--- src/design/midi_cc_router_with_learn_defines.svh ---
// Assertion macros for the control-change router
`ifndef MIDI_CC_ROUTER_WITH_LEARN_DEFINES_SVH
`define MIDI_CC_ROUTER_WITH_LEARN_DEFINES_SVH
// implication checked on every clock edge outside reset
`define MCR_ASSERT_IMP(lbl, clk, rst_n, a, c) \
	lbl: assert property (@(posedge clk) disable iff (!rst_n) (a) |-> (c)) \
	else $error("assertion failed");
// next-cycle implication
`define MCR_ASSERT_NXT(lbl, clk, rst_n, a, c) \
	lbl: assert property (@(posedge clk) disable iff (!rst_n) (a) |=> (c)) \
	else $error("assertion failed");
`endif

--- src/design/mcr_pkg.sv ---
// ----------------------------------------------------------------------------
// mcr_pkg
// Types and constants of the control-change router.
// ----------------------------------------------------------------------------
`timescale 1ns / 1ps
package mcr_pkg;
	localparam int ROUTE_SLOTS_DEF   = 32;
	localparam int LEARN_TOUCHES_DEF = 8;
	localparam int CONTROL_COUNT     = 128;
	localparam logic [6:0] MIDI_MAX  = 7'd127;

	localparam logic [2:0] MODE_EVENT    = 3'd0;
	localparam logic [2:0] MODE_REGISTER = 3'd1;
	localparam logic [2:0] MODE_REMOVE   = 3'd2;
	localparam logic [2:0] MODE_SET_KIND = 3'd3;
	localparam logic [2:0] MODE_LEARN    = 3'd4;

	localparam logic [2:0] RK_OK    = 3'd0;
	localparam logic [2:0] RK_ERROR = 3'd1;
	localparam logic [2:0] RK_LEVEL = 3'd2;
	localparam logic [2:0] RK_TICK  = 3'd3;
	localparam logic [2:0] RK_LEARN = 3'd4;

	localparam logic [2:0] ST_NONE     = 3'd0;
	localparam logic [2:0] ST_BAD_CTRL = 3'd1;
	localparam logic [2:0] ST_NULL     = 3'd2;
	localparam logic [2:0] ST_ROUTED   = 3'd3;
	localparam logic [2:0] ST_NO_TYPE  = 3'd4;
	localparam logic [2:0] ST_FULL     = 3'd5;

	localparam logic [1:0] KIND_UNDEF = 2'd0;
	localparam logic [1:0] KIND_CONT  = 2'd1;
	localparam logic [1:0] KIND_DISC  = 2'd2;

	typedef struct packed {
		logic [2:0] mode;
		logic [7:0] control_number;
		logic [6:0] level;
		logic [9:0] component_id;
		logic [7:0] param_id;
		logic       kind_select;
		logic       learn_enable;
	} req_t;

	typedef struct packed {
		logic [2:0] result_kind;
		logic [2:0] status;
		logic [9:0] dest_component;
		logic [7:0] dest_param;
		logic [6:0] level_out;
		logic [6:0] learned_control;
		logic       learned_kind;
		logic       last;
	} rsp_t;

	// controller to datapath
	typedef struct packed {
		logic load;      // latch request, clear scan flags
		logic scan;      // examine slot at scan index
		logic reg_write; // write route into free slot
		logic kind_rd;   // read control kind
	} cmd_t;

	// datapath to controller
	typedef struct packed {
		logic       scan_done;
		logic       hit;       // current slot matches event
		logic       dup;
		logic       has_free;
		logic [1:0] kind;
	} sts_t;
endpackage

--- src/design/midi_cc_router_with_learn.sv ---
// ----------------------------------------------------------------------------
// midi_cc_router_with_learn
// MIDI control-change router with route table and learn mode.
// ----------------------------------------------------------------------------
// One request at a time. Every request passes KREAD and DECODE; set-type
// and set-learning requests, a register request rejected for a bad control
// or a null component, and a learn touch that classifies then end in FINISH,
// and an event that yields nothing without a scan returns to IDLE. Register
// and remove requests scan the route table one slot per cycle, then pass
// EMIT and FINISH; a routed event scans the same way, with the scan held
// while a result waits downstream, and ends in FINISH, or returns to IDLE
// when no slot matches.
`timescale 1ns / 1ps
module midi_cc_router_with_learn #(
	parameter int ROUTE_SLOTS   = mcr_pkg::ROUTE_SLOTS_DEF,
	parameter int LEARN_TOUCHES = mcr_pkg::LEARN_TOUCHES_DEF
) (
	input  logic          clk,
	input  logic          arst_n,
	input  logic          in_valid,
	output logic          in_ready,
	input  mcr_pkg::req_t in_data,
	output logic          out_valid,
	input  logic          out_ready,
	output mcr_pkg::rsp_t out_data
);
	mcr_pkg::cmd_t cmd;
	mcr_pkg::sts_t sts;
	mcr_pkg::req_t req_q;
	logic [9:0] hit_component;
	logic [7:0] hit_param;
	logic set_kind_we;
	logic [6:0] set_kind_addr;
	logic [1:0] set_kind_val;

	mcr_dp #(.ROUTE_SLOTS(ROUTE_SLOTS)) u_dp (
		.clk(clk), .arst_n(arst_n), .req(in_data), .cmd(cmd),
		.set_kind_we(set_kind_we), .set_kind_addr(set_kind_addr),
		.set_kind_val(set_kind_val), .sts(sts), .hit_component(hit_component),
		.hit_param(hit_param), .req_q(req_q)
	);

	mcr_ctrl #(.LEARN_TOUCHES(LEARN_TOUCHES)) u_ctrl (
		.clk(clk), .arst_n(arst_n), .in_valid(in_valid), .in_ready(in_ready),
		.out_valid(out_valid), .out_ready(out_ready), .rsp(out_data),
		.req_q(req_q), .sts(sts), .hit_component(hit_component),
		.hit_param(hit_param), .cmd(cmd), .set_kind_we(set_kind_we),
		.set_kind_addr(set_kind_addr), .set_kind_val(set_kind_val)
	);
endmodule

--- src/design/mcr_dp.sv ---
// ----------------------------------------------------------------------------
// mcr_dp
// Route table, control kinds and the slot scan.
// ----------------------------------------------------------------------------
`timescale 1ns / 1ps
module mcr_dp #(
	parameter int ROUTE_SLOTS = mcr_pkg::ROUTE_SLOTS_DEF
) (
	input  logic          clk,
	input  logic          arst_n,
	input  mcr_pkg::req_t req,
	input  mcr_pkg::cmd_t cmd,
	input  logic          set_kind_we,
	input  logic [6:0]    set_kind_addr,
	input  logic [1:0]    set_kind_val,
	output mcr_pkg::sts_t sts,
	output logic [9:0]    hit_component,
	output logic [7:0]    hit_param,
	output mcr_pkg::req_t req_q
);
	localparam int SW = (ROUTE_SLOTS > 1) ? $clog2(ROUTE_SLOTS) : 1;
	localparam int CW = $clog2(ROUTE_SLOTS + 1);

	logic [ROUTE_SLOTS-1:0] valid_q;
	logic [6:0] ctrl_q [ROUTE_SLOTS];
	logic [9:0] comp_q [ROUTE_SLOTS];
	logic [7:0] par_q  [ROUTE_SLOTS];
	logic [1:0] kind_q [mcr_pkg::CONTROL_COUNT];
	logic [mcr_pkg::CONTROL_COUNT-1:0] kind_set_q;
	logic [CW-1:0] idx_q;
	logic [SW-1:0] free_q;
	logic dup_q, has_free_q;
	logic [1:0] kind_rd_q;
	logic [SW-1:0] idx;
	logic dest_eq;

	assign idx = idx_q[SW-1:0];
	assign dest_eq = valid_q[idx] && comp_q[idx] == req_q.component_id
		&& par_q[idx] == req_q.param_id;

	always_ff @(posedge clk) begin
		if (set_kind_we) kind_q[set_kind_addr] <= set_kind_val;
	end

	always_ff @(posedge clk or negedge arst_n) begin
		if (!arst_n) begin
			valid_q <= '0;
			req_q <= '0;
			idx_q <= '0;
			dup_q <= 1'b0;
			has_free_q <= 1'b0;
			free_q <= '0;
			kind_rd_q <= mcr_pkg::KIND_UNDEF;
			kind_set_q <= '0;
		end else begin
			if (cmd.load) begin
				req_q <= req;
				idx_q <= '0;
				dup_q <= 1'b0;
				has_free_q <= 1'b0;
			end
			if (cmd.kind_rd) kind_rd_q <= kind_set_q[req_q.control_number[6:0]]
				? kind_q[req_q.control_number[6:0]] : mcr_pkg::KIND_UNDEF;
			if (cmd.scan && idx_q < CW'(ROUTE_SLOTS)) begin
				idx_q <= idx_q + 1'b1;
				if (dest_eq) begin
					dup_q <= 1'b1;
					if (req_q.mode == mcr_pkg::MODE_REMOVE) valid_q[idx] <= 1'b0;
				end
				if (!valid_q[idx] && !has_free_q) begin
					has_free_q <= 1'b1;
					free_q <= idx;
				end
			end
			if (cmd.reg_write) begin
				valid_q[free_q] <= 1'b1;
				ctrl_q[free_q] <= req_q.control_number[6:0];
				comp_q[free_q] <= req_q.component_id;
				par_q[free_q] <= req_q.param_id;
			end
			if (set_kind_we) kind_set_q[set_kind_addr] <= 1'b1;
		end
	end

	assign sts.scan_done = idx_q >= CW'(ROUTE_SLOTS);
	assign sts.hit = !sts.scan_done && valid_q[idx]
		&& ctrl_q[idx] == req_q.control_number[6:0];
	assign sts.dup = dup_q;
	assign sts.has_free = has_free_q;
	assign sts.kind = kind_rd_q;
	assign hit_component = comp_q[idx];
	assign hit_param = par_q[idx];
endmodule

--- src/design/mcr_ctrl.sv ---
// ----------------------------------------------------------------------------
// mcr_ctrl
// Sequencer: decodes the request, runs the scan, forms results, learn logic.
// ----------------------------------------------------------------------------
`timescale 1ns / 1ps
`include "midi_cc_router_with_learn_defines.svh"
module mcr_ctrl #(
	parameter int LEARN_TOUCHES = mcr_pkg::LEARN_TOUCHES_DEF
) (
	input  logic          clk,
	input  logic          arst_n,
	input  logic          in_valid,
	output logic          in_ready,
	output logic          out_valid,
	input  logic          out_ready,
	output mcr_pkg::rsp_t rsp,
	input  mcr_pkg::req_t req_q,
	input  mcr_pkg::sts_t sts,
	input  logic [9:0]    hit_component,
	input  logic [7:0]    hit_param,
	output mcr_pkg::cmd_t cmd,
	output logic          set_kind_we,
	output logic [6:0]    set_kind_addr,
	output logic [1:0]    set_kind_val
);
	typedef enum logic [2:0] {IDLE, KREAD, DECODE, SCAN, EMIT, FINISH} state_t;
	state_t state_q;
	logic learning_q, mixed_q;
	logic [3:0] count_q;
	logic [6:0] tctrl_q;
	logic pend_q;
	logic reg_write_q;
	mcr_pkg::rsp_t hold_q;
	logic [6:0] lvl;
	logic bad;

	assign lvl = req_q.level;
	assign bad = req_q.control_number[7];
	assign in_ready = state_q == IDLE;
	assign cmd.load = in_valid && in_ready;
	assign cmd.kind_rd = state_q == KREAD;
	assign cmd.scan = state_q == SCAN && !(out_valid && !out_ready);
	assign cmd.reg_write = reg_write_q;

	always_ff @(posedge clk or negedge arst_n) begin
		if (!arst_n) begin
			state_q <= IDLE;
			out_valid <= 1'b0;
			learning_q <= 1'b0;
			mixed_q <= 1'b0;
			count_q <= '0;
			tctrl_q <= '0;
			pend_q <= 1'b0;
			hold_q <= '0;
			reg_write_q <= 1'b0;
			set_kind_we <= 1'b0;
			set_kind_addr <= '0;
			set_kind_val <= '0;
			rsp <= '0;
		end else begin
			reg_write_q <= 1'b0;
			set_kind_we <= 1'b0;
			if (out_valid && out_ready) out_valid <= 1'b0;
			case (state_q)
				IDLE: begin
					if (cmd.load) state_q <= KREAD;
				end
				KREAD: state_q <= DECODE;
				DECODE: begin
					state_q <= IDLE;
					rsp <= '0;
					rsp.last <= 1'b1;
					case (req_q.mode)
						mcr_pkg::MODE_EVENT: begin
							if (bad) state_q <= IDLE;
							else if (learning_q) begin
								if (count_q == '0 || req_q.control_number[6:0] != tctrl_q) begin
									tctrl_q <= req_q.control_number[6:0];
									mixed_q <= !(lvl == '0 || lvl == mcr_pkg::MIDI_MAX);
									count_q <= 4'd1;
								end else if (count_q < 4'(LEARN_TOUCHES)) begin
									if (!(lvl == '0 || lvl == mcr_pkg::MIDI_MAX)) mixed_q <= 1'b1;
									count_q <= count_q + 4'd1;
								end else begin
									set_kind_we <= 1'b1;
									set_kind_addr <= req_q.control_number[6:0];
									set_kind_val <= mixed_q ? mcr_pkg::KIND_CONT
										: mcr_pkg::KIND_DISC;
									rsp.result_kind <= mcr_pkg::RK_LEARN;
									rsp.learned_control <= req_q.control_number[6:0];
									rsp.learned_kind <= !mixed_q;
									out_valid <= 1'b1;
									count_q <= '0;
									mixed_q <= 1'b0;
									learning_q <= 1'b0;
									state_q <= FINISH;
								end
							end else if (sts.kind == mcr_pkg::KIND_CONT
								|| (sts.kind == mcr_pkg::KIND_DISC && lvl == '0)) begin
								pend_q <= 1'b0;
								state_q <= SCAN;
							end
						end
						mcr_pkg::MODE_REGISTER: begin
							if (bad) begin
								rsp.result_kind <= mcr_pkg::RK_ERROR;
								rsp.status <= mcr_pkg::ST_BAD_CTRL;
								out_valid <= 1'b1;
								state_q <= FINISH;
							end else if (req_q.component_id == '0) begin
								rsp.result_kind <= mcr_pkg::RK_ERROR;
								rsp.status <= mcr_pkg::ST_NULL;
								out_valid <= 1'b1;
								state_q <= FINISH;
							end else state_q <= SCAN;
						end
						mcr_pkg::MODE_REMOVE: state_q <= SCAN;
						mcr_pkg::MODE_SET_KIND: begin
							if (bad) begin
								rsp.result_kind <= mcr_pkg::RK_ERROR;
								rsp.status <= mcr_pkg::ST_BAD_CTRL;
							end else begin
								set_kind_we <= 1'b1;
								set_kind_addr <= req_q.control_number[6:0];
								set_kind_val <= req_q.kind_select ? mcr_pkg::KIND_DISC
									: mcr_pkg::KIND_CONT;
							end
							out_valid <= 1'b1;
							state_q <= FINISH;
						end
						mcr_pkg::MODE_LEARN: begin
							learning_q <= req_q.learn_enable;
							out_valid <= 1'b1;
							state_q <= FINISH;
						end
						default: state_q <= IDLE;
					endcase
				end
				SCAN: begin
					if (req_q.mode == mcr_pkg::MODE_EVENT) begin
						if (cmd.scan && sts.hit) begin
							// park the hit; release the one parked before as not last
							if (pend_q) begin
								rsp <= hold_q;
								out_valid <= 1'b1;
							end
							pend_q <= 1'b1;
							hold_q <= '0;
							hold_q.result_kind <= sts.kind == mcr_pkg::KIND_CONT
								? mcr_pkg::RK_LEVEL : mcr_pkg::RK_TICK;
							hold_q.dest_component <= hit_component;
							hold_q.dest_param <= hit_param;
							hold_q.level_out <= sts.kind == mcr_pkg::KIND_CONT ? lvl : '0;
						end else if (cmd.scan && sts.scan_done) begin
							if (pend_q) begin
								rsp <= hold_q;
								rsp.last <= 1'b1;
								out_valid <= 1'b1;
								state_q <= FINISH;
							end else state_q <= IDLE;
						end
					end else if (sts.scan_done) state_q <= EMIT;
				end
				EMIT: begin
					rsp <= '0;
					rsp.last <= 1'b1;
					if (req_q.mode == mcr_pkg::MODE_REGISTER) begin
						if (sts.dup) begin
							rsp.result_kind <= mcr_pkg::RK_ERROR;
							rsp.status <= mcr_pkg::ST_ROUTED;
						end else if (sts.kind == mcr_pkg::KIND_UNDEF) begin
							rsp.result_kind <= mcr_pkg::RK_ERROR;
							rsp.status <= mcr_pkg::ST_NO_TYPE;
						end else if (!sts.has_free) begin
							rsp.result_kind <= mcr_pkg::RK_ERROR;
							rsp.status <= mcr_pkg::ST_FULL;
						end else reg_write_q <= 1'b1;
					end
					out_valid <= 1'b1;
					state_q <= FINISH;
				end
				FINISH: begin
					if (!out_valid || out_ready) state_q <= IDLE;
				end
				default: state_q <= IDLE;
			endcase
		end
	end

	`MCR_ASSERT_IMP(a_ready_idle, clk, arst_n, in_ready, !out_valid || state_q == IDLE)
	`MCR_ASSERT_NXT(a_load_kread, clk, arst_n, cmd.load, state_q == KREAD)
	`MCR_ASSERT_IMP(a_learn_last, clk, arst_n,
		out_valid && rsp.result_kind == mcr_pkg::RK_LEARN, rsp.last)
	`MCR_ASSERT_NXT(a_out_hold, clk, arst_n, out_valid && !out_ready, out_valid && $stable(rsp))
endmodule
--- config.mk ---
export PLATFORM = sky130hd
export DESIGN_NAME = midi_cc_router_with_learn
export DESIGN_NICKNAME = d
export VERILOG_FILES = /design/src/design/mcr_pkg.sv /design/src/design/midi_cc_router_with_learn.sv /design/src/design/mcr_dp.sv /design/src/design/mcr_ctrl.sv
export VERILOG_INCLUDE_DIRS = /design/src /design/src/design
export SDC_FILE = /design/constraint.sdc
export NUM_CORES = 1
export LEC_CHECK = 0
export BUFFER_PORTS_ARGS = -buffer_cell sky130_fd_sc_hd__buf_4
export CAP_MARGIN = 20
export CORE_UTILIZATION = 30
export CTS_CLUSTER_DIAMETER = 100
export CTS_CLUSTER_SIZE = 20
export DETAILED_ROUTE_END_ITERATION = 12
export GPL_ROUTABILITY_DRIVEN = 0
export GPL_TIMING_DRIVEN = 0
export PLACE_DENSITY = 0.54
export SLEW_MARGIN = 10
export SYNTH_ARGS = -nofsm -noshare
export SYNTH_HDL_FRONTEND = slang
export SYNTH_HIERARCHICAL = 1
export SYNTH_SLANG_ARGS = --single-unit
--- constraint.sdc ---
create_clock -name clk -period 14.21 [get_ports clk]
set_input_delay 0.7105 -clock clk [delete_from_list [all_inputs] [get_ports clk]]
set_output_delay 0.7105 -clock clk [all_outputs]
set_load 0.1 [all_outputs]
# == Yosys cells after proc, flatten, opt, wreduce, memory -nomap -nowiden ==
# Memory sizes are Yosys's and may differ from the RTL's.
# Index checks and enable logic that the tools add are counted.
# word_totals
register_bits,310
ramBits,1056
inputBits,42
output_inout_bits,42
word_cells,269
n_memories,4
# mem_list
name,words,width,read_ports,rd_ports_with_merged_regs,wr,line,rtl
u_dp.comp_q,32,10,1,0,1,mcr_dp.sv:26,logic [9:0] comp_q [ROUTE_SLOTS];
u_dp.kind_q,128,2,1,0,1,mcr_dp.sv:28,logic [1:0] kind_q [mcr_pkg::CONTROL_COUNT];
u_dp.par_q,32,8,1,0,1,mcr_dp.sv:27,logic [7:0] par_q [ROUTE_SLOTS];
u_dp.ctrl_q,32,7,1,0,1,mcr_dp.sv:25,logic [6:0] ctrl_q [ROUTE_SLOTS];
# classes
n_addsub,2
order_cmp,10
n_eq_ne,35
mux,125
bitwise_logic,5
reduce_logical,51
# op_table
operator,count
$mux W40,5
$mux W32,4
$or A128 B128 Y128,1
$pmux W40 S3,1
$mux W1,51
$mux W3,17
$mux W7,6
$mux W8,5
$mux W6,6
$and A32 B32 Y32,1
$not A32 Y32,1
$or A32 B32 Y32,1
$mux W4,5
$mux W2,9
$ne A2 B2 Y1 const B,9
$pmux W3 S6,1
$logic_and A1 B1 Y1,17
$lt A7 B8 Y1 const B,2
$reduce_and A5 Y1,3
$pmux W7 S2,1
$reduce_and A7 Y1,2
$eq A3 B2 Y1 const B,4
$lt A5 B6 Y1 const B,2
$pmux W3 S4,1
42 further kinds,73

# == Depth between registers and ports, before layout ==
# logic_depth
depth_word,11
mapped_depth,20
ltp_nobuf,11

# == By module ==
# The synthesis kept the hierarchy.
# modules_own_cells
module,n_inst,cells_each,area_per_inst_um2,seq_area_each_um2
mcr_dp,1,2705,49894.1,37040.5
mcr_ctrl,1,355,4171.5,2402.3

# == Worst setup path before layout ==
# OpenSTA, ideal clock, no wires.
# synth_timing
path_type,flip-flop to flip-flop
startpoint,register u_dp.idx_q[1]
endpoint,"register, netlist name u_ctrl/hold_q[16]"
setup_time_ns,0.125
arrival_time_ns,4.705
t_required_ns,14.085
path_slack_ns,9.381
stages_incl_launch_ff,19
n_path_buf,10
period_less_slack_ns,4.829
cell_sequence,dfrtp_1 > buf_6 > buf_4 > buf_6 > buf_2 > buf_2 > buf_2 > buf_2 > buf_1 > buf_2 > mux4_2 > a22oi_1 > nand4_1 > xnor2_1 > nand4_1 > nor4_1 > nand3_1 > buf_2 > mux2_2
# synth_rtl
element,line,rtl
start: declaration,mcr_dp.sv:30,logic [CW-1:0] idx_q;
start signal: assignment,mcr_dp.sv:65,idx_q <= idx_q + 1'b1;

==> metrics.csv <==
stage,metric,value,unit
outcome,outcome,"finished, final reports clean",
finish,share of layout cells above drive strength 1,0.232,
setup_path,Worst setup SP type,flip-flop,
power,P_sw,3.26,mW
clocking,clock tree sinks,1365,
synthesis,register area share after synthesis,0.730,
finish,fin cells,5722,
synthesis,Post-synth EDFFs,1056,
timing,Fin. Hold Viols,0,
synthesis,Synth Instances,3060,
detailed_routing,Detailed Routing Iterations Pass 1,9,
finish,fin nets,3350,
timing,minimum clock period,7.25,ns
synthesis,synthesis warning total,6,
detailed_routing,Vias per Instance,5.19,
min_path,HP Class,primary input to flip-flop,
synthesis,Yosys cell types,66,
setup_path,crit end category,flip-flop,
power,switch share,0.317,
clocking,clock-pin slew on the worst setup and hold paths,0.08,ns
finish,Syn-to-layout area delta,14.6,%
setup_path,CP required,14.84,ns
global_route,initial antenna violation count,0,
detailed_routing,Iter 0 DRT Violations,3143,
floorplanning,Core Region,179000,sq um
timing,Setup Skew,0.0511,ns
clocking,root buffer cell,clkbuf_16,
timing,Fin Hold WS,0.234,ns
floorplanning,IO Pins,84,
global_route,gr usage total,0.172,
detailed_routing,vias,29700,
finish,Final Util,0.346,
synthesis,syn nets,3108,
timing,RSZ-0062 raised after global routing,false,
run,max cap viols,0,
place,Detail Placement HPWL,105,mm
global_route,vias in the first global route,29000,
synthesis,Synth async-reset ratio,0.226,
power,Clock Power Share,0.234,
timing,Tcrit/Tclk final,0.510,
power,Gate power share,0.261,
detailed_routing,total length of routed wires,159,mm
floorplanning,# rows,155,
place,Port Buffers,83,
power,internal power,7.02,mW
clocking,worst skew pair latency,0.71,ns
power,Flop pwr share,0.505,
synthesis,Mapped Area,54100,sq um
global_route,overflow left after global routing,0,
timing,Max Clock Freq,138,MHz
setup_path,crit-path max FO,10,
place,placed cell areas,59300,sq um
synthesis,"FF+latch count, synth",1365,
floorplanning,Initial Util,0.302,
power,Leak,20.9,nW
global_route,largest net degree at the start of global routing,91,
timing,Worst-Margin Slew,1.18,ns
clocking,H-Tree Depth,3,
finish,final instance area,61900,sq um
global_route,global-route wire length before repair,223,mm
detailed_routing,Post-route DRC,0,
power,Pwr Density,166,nW/um^2
timing,setup TNS,0,ns
setup_path,WS Path Type,flip-flop to flip-flop,
clocking,number of CTS-inserted buffers,78,
place,placed cells,5560,
detailed_routing,post-route ant nets,0,
power,Peak VDD IR,0.000100,V
floorplanning,die area,182000,sq um
detailed_routing,WL/cell,27.8,microns
timing,max_slew headroom,0.210,
clocking,Post-CTS Resized,0,
setup_path,WP data arrival,7.88,ns
timing,final setup violation count,0,
floorplanning,die width,427,microns
clocking,TritonCTS clock tree,done,
clocking,clk buf depth,3,
floorplanning,Chip Height,427,microns
synthesis,syn avg cell area,17.7,sq um
timing,fin. max-slew vios,0,
clocking,Post-CTS Setup Repair Bufs,0,
synthesis,Synth Flop Type,edfxtp_1,
==> metrics by stage <==
stage	setup WS, ns	total power, mW
final	6.96	10.3
after global routing	6.73	10.7
after CTS	6.92	10.3
after detailed placement	6.96	7.89
after global placement	5.04	7.80
after floorplan	9.38	6.77
==> final timing paths <==
kind,from,cells past startpoint,endpoint,slack (ns)
hold reg to reg,u_dp/kind_set_q[127]$_DFFE_PN0P_,1,u_dp/kind_set_q[127]$_DFFE_PN0P_,0.47
hold / removal,in_data[36],2,u_dp/req_q[36]$_DFFE_PN0P_,0.23
min in group asynchronous,arst_n,2,u_dp/kind_set_q[106]$_DFFE_PN0P_,0.57
setup reg to reg,u_dp/idx_q[1]$_DFFE_PN0P_,20,u_ctrl/rsp[16]$_DFFE_PN0P_,6.96
setup / recovery,u_dp/idx_q[1]$_DFFE_PN0P_,20,u_ctrl/rsp[16]$_DFFE_PN0P_,6.96
max in group asynchronous,arst_n,4,u_ctrl/hold_q[23]$_DFFE_PN0P_,12.29
==> area by class of cell <==
cell class	count	area, sq um
fillers	17000	117000
flip-flops and latches	1365	39500
multi-input cells	1494	14000
well taps	2355	2950
repair buffers	162	2350
clock buffers	140	2270
plain buffers	164	754
inverters	37	139
clock inverters	4	50.0
diodes	1	2.50
==> what timing repair did <==
action / CTS / global route
hold buffers: 1 / 0
endpoints found under the setup margin: 0 / 0
hold endpoints to repair: 21 / 0
==> cell usage after synthesis, drive strengths merged (6+ instances only) <==
library cell	count	area (sq um)
nor2	192	723
nand3	31	155
nand2b	6	37.5
and2	6	37.5
buf	75	415
inv	37	139
clkbuf	89	337
o22ai	125	782
nand4	29	181
edfxtp	1056	31700
xnor2	27	244
nor3b	7	52.6
ha	6	75.1
a22o	35	314
nor4	34	228
or4	9	78.8
o21ai	33	165
or3	7	50.1
a21oi	14	70.1
a22oi	53	398
nand4bb	6	67.6
nor2b	18	113
mux4	209	4710
o2bb2ai	7	61.3
mux2	78	878
xor2	7	61.3
dfrtp	309	7730
mux2i	242	2420
nor3	16	96.4
or2	129	807
o221ai	13	114
nand2	103	387
==> layer usage <==
metal / track usage / routed length [microns]
met3: 0.0258 / 8990
met2: 0.292 / 79000
met5: 0 / 0
met4: 0.0443 / 4240
met1: 0.231 / 66600
==> cells by family after synthesis <==
kind of cell               share of synthesized area
and+or+nand+nor                               0.0590
AOI/OAI and AO/OA                             0.0398
DFF                                            0.730
muxes                                          0.148
buffers and inverters                         0.0165
xor gates and xnor gates                     0.00565
adders and majority gates                    0.00139
==> cells in the final DEF, fill, tap and decap left out, types with 43 or more instances in the layout <==
cell type | Yosys | final
mux2_2 | 78 | 78
buf_4 | 8 | 91
nor2_1 | 191 | 159
mux4_2 | 209 | 209
a22oi_1 | 53 | 53
dfrtp_1 | 309 | 303
clkbuf_1 | 87 | 144
clkbuf_16 | 0 | 84
mux2i_1 | 242 | 242
o22ai_1 | 125 | 125
buf_2 | 41 | 43
nand2_1 | 103 | 103
edfxtp_1 | 1056 | 1056
or2_2 | 129 | 129
==> critical path: stages, from the launching register on <==
cell       delay [ns]
dfrtp_1          0.47
buf_6            0.19
buf_4            0.24
buf_6            0.18
buf_2            0.44
buf_2            0.51
buf_2            0.39
buf_2            0.34
buf_1            0.62
buf_2            0.49
mux4_2           0.37
a22oi_1          0.20
nand4_1          0.34
xnor2_1          0.26
nand3_1          0.10
nor4_1           0.37
buf_2            0.26
o2111ai_1        0.18
nor2_1           0.62
buf_2            0.38
a22o_1           0.18
==> power groups by stage <==
stage | combinational (mW) | clock (mW) | sequential [mW]
after floorplan | 1.49 | 0 | 5.28
after global placement | 2.28 | 0 | 5.52
after detailed placement | 2.47 | 0 | 5.41
after CTS | 2.48 | 2.46 | 5.32
after global routing | 2.84 | 2.60 | 5.23
final | 2.69 | 2.40 | 5.19
==> state kept, by name, summed over array words and instances, names as in the netlist, 2 cells and up <==
signal / flops
u_ctrl/set_kind_val: 2
u_dp/idx_q: 6
u_dp/par_q: 256
u_dp/valid_q: 32
u_dp/comp_q: 320
u_dp/kind_rd_q: 2
u_ctrl/hold_q: 27
u_ctrl/set_kind_addr: 7
u_ctrl/count_q: 4
u_dp/kind_q: 256
u_ctrl/tctrl_q: 7
u_dp/kind_set_q: 128
u_dp/ctrl_q: 224
u_dp/req_q: 38
u_dp/free_q: 5
u_ctrl/rsp: 40
u_ctrl/state_q: 3
(Power assumes the default switching activity.)
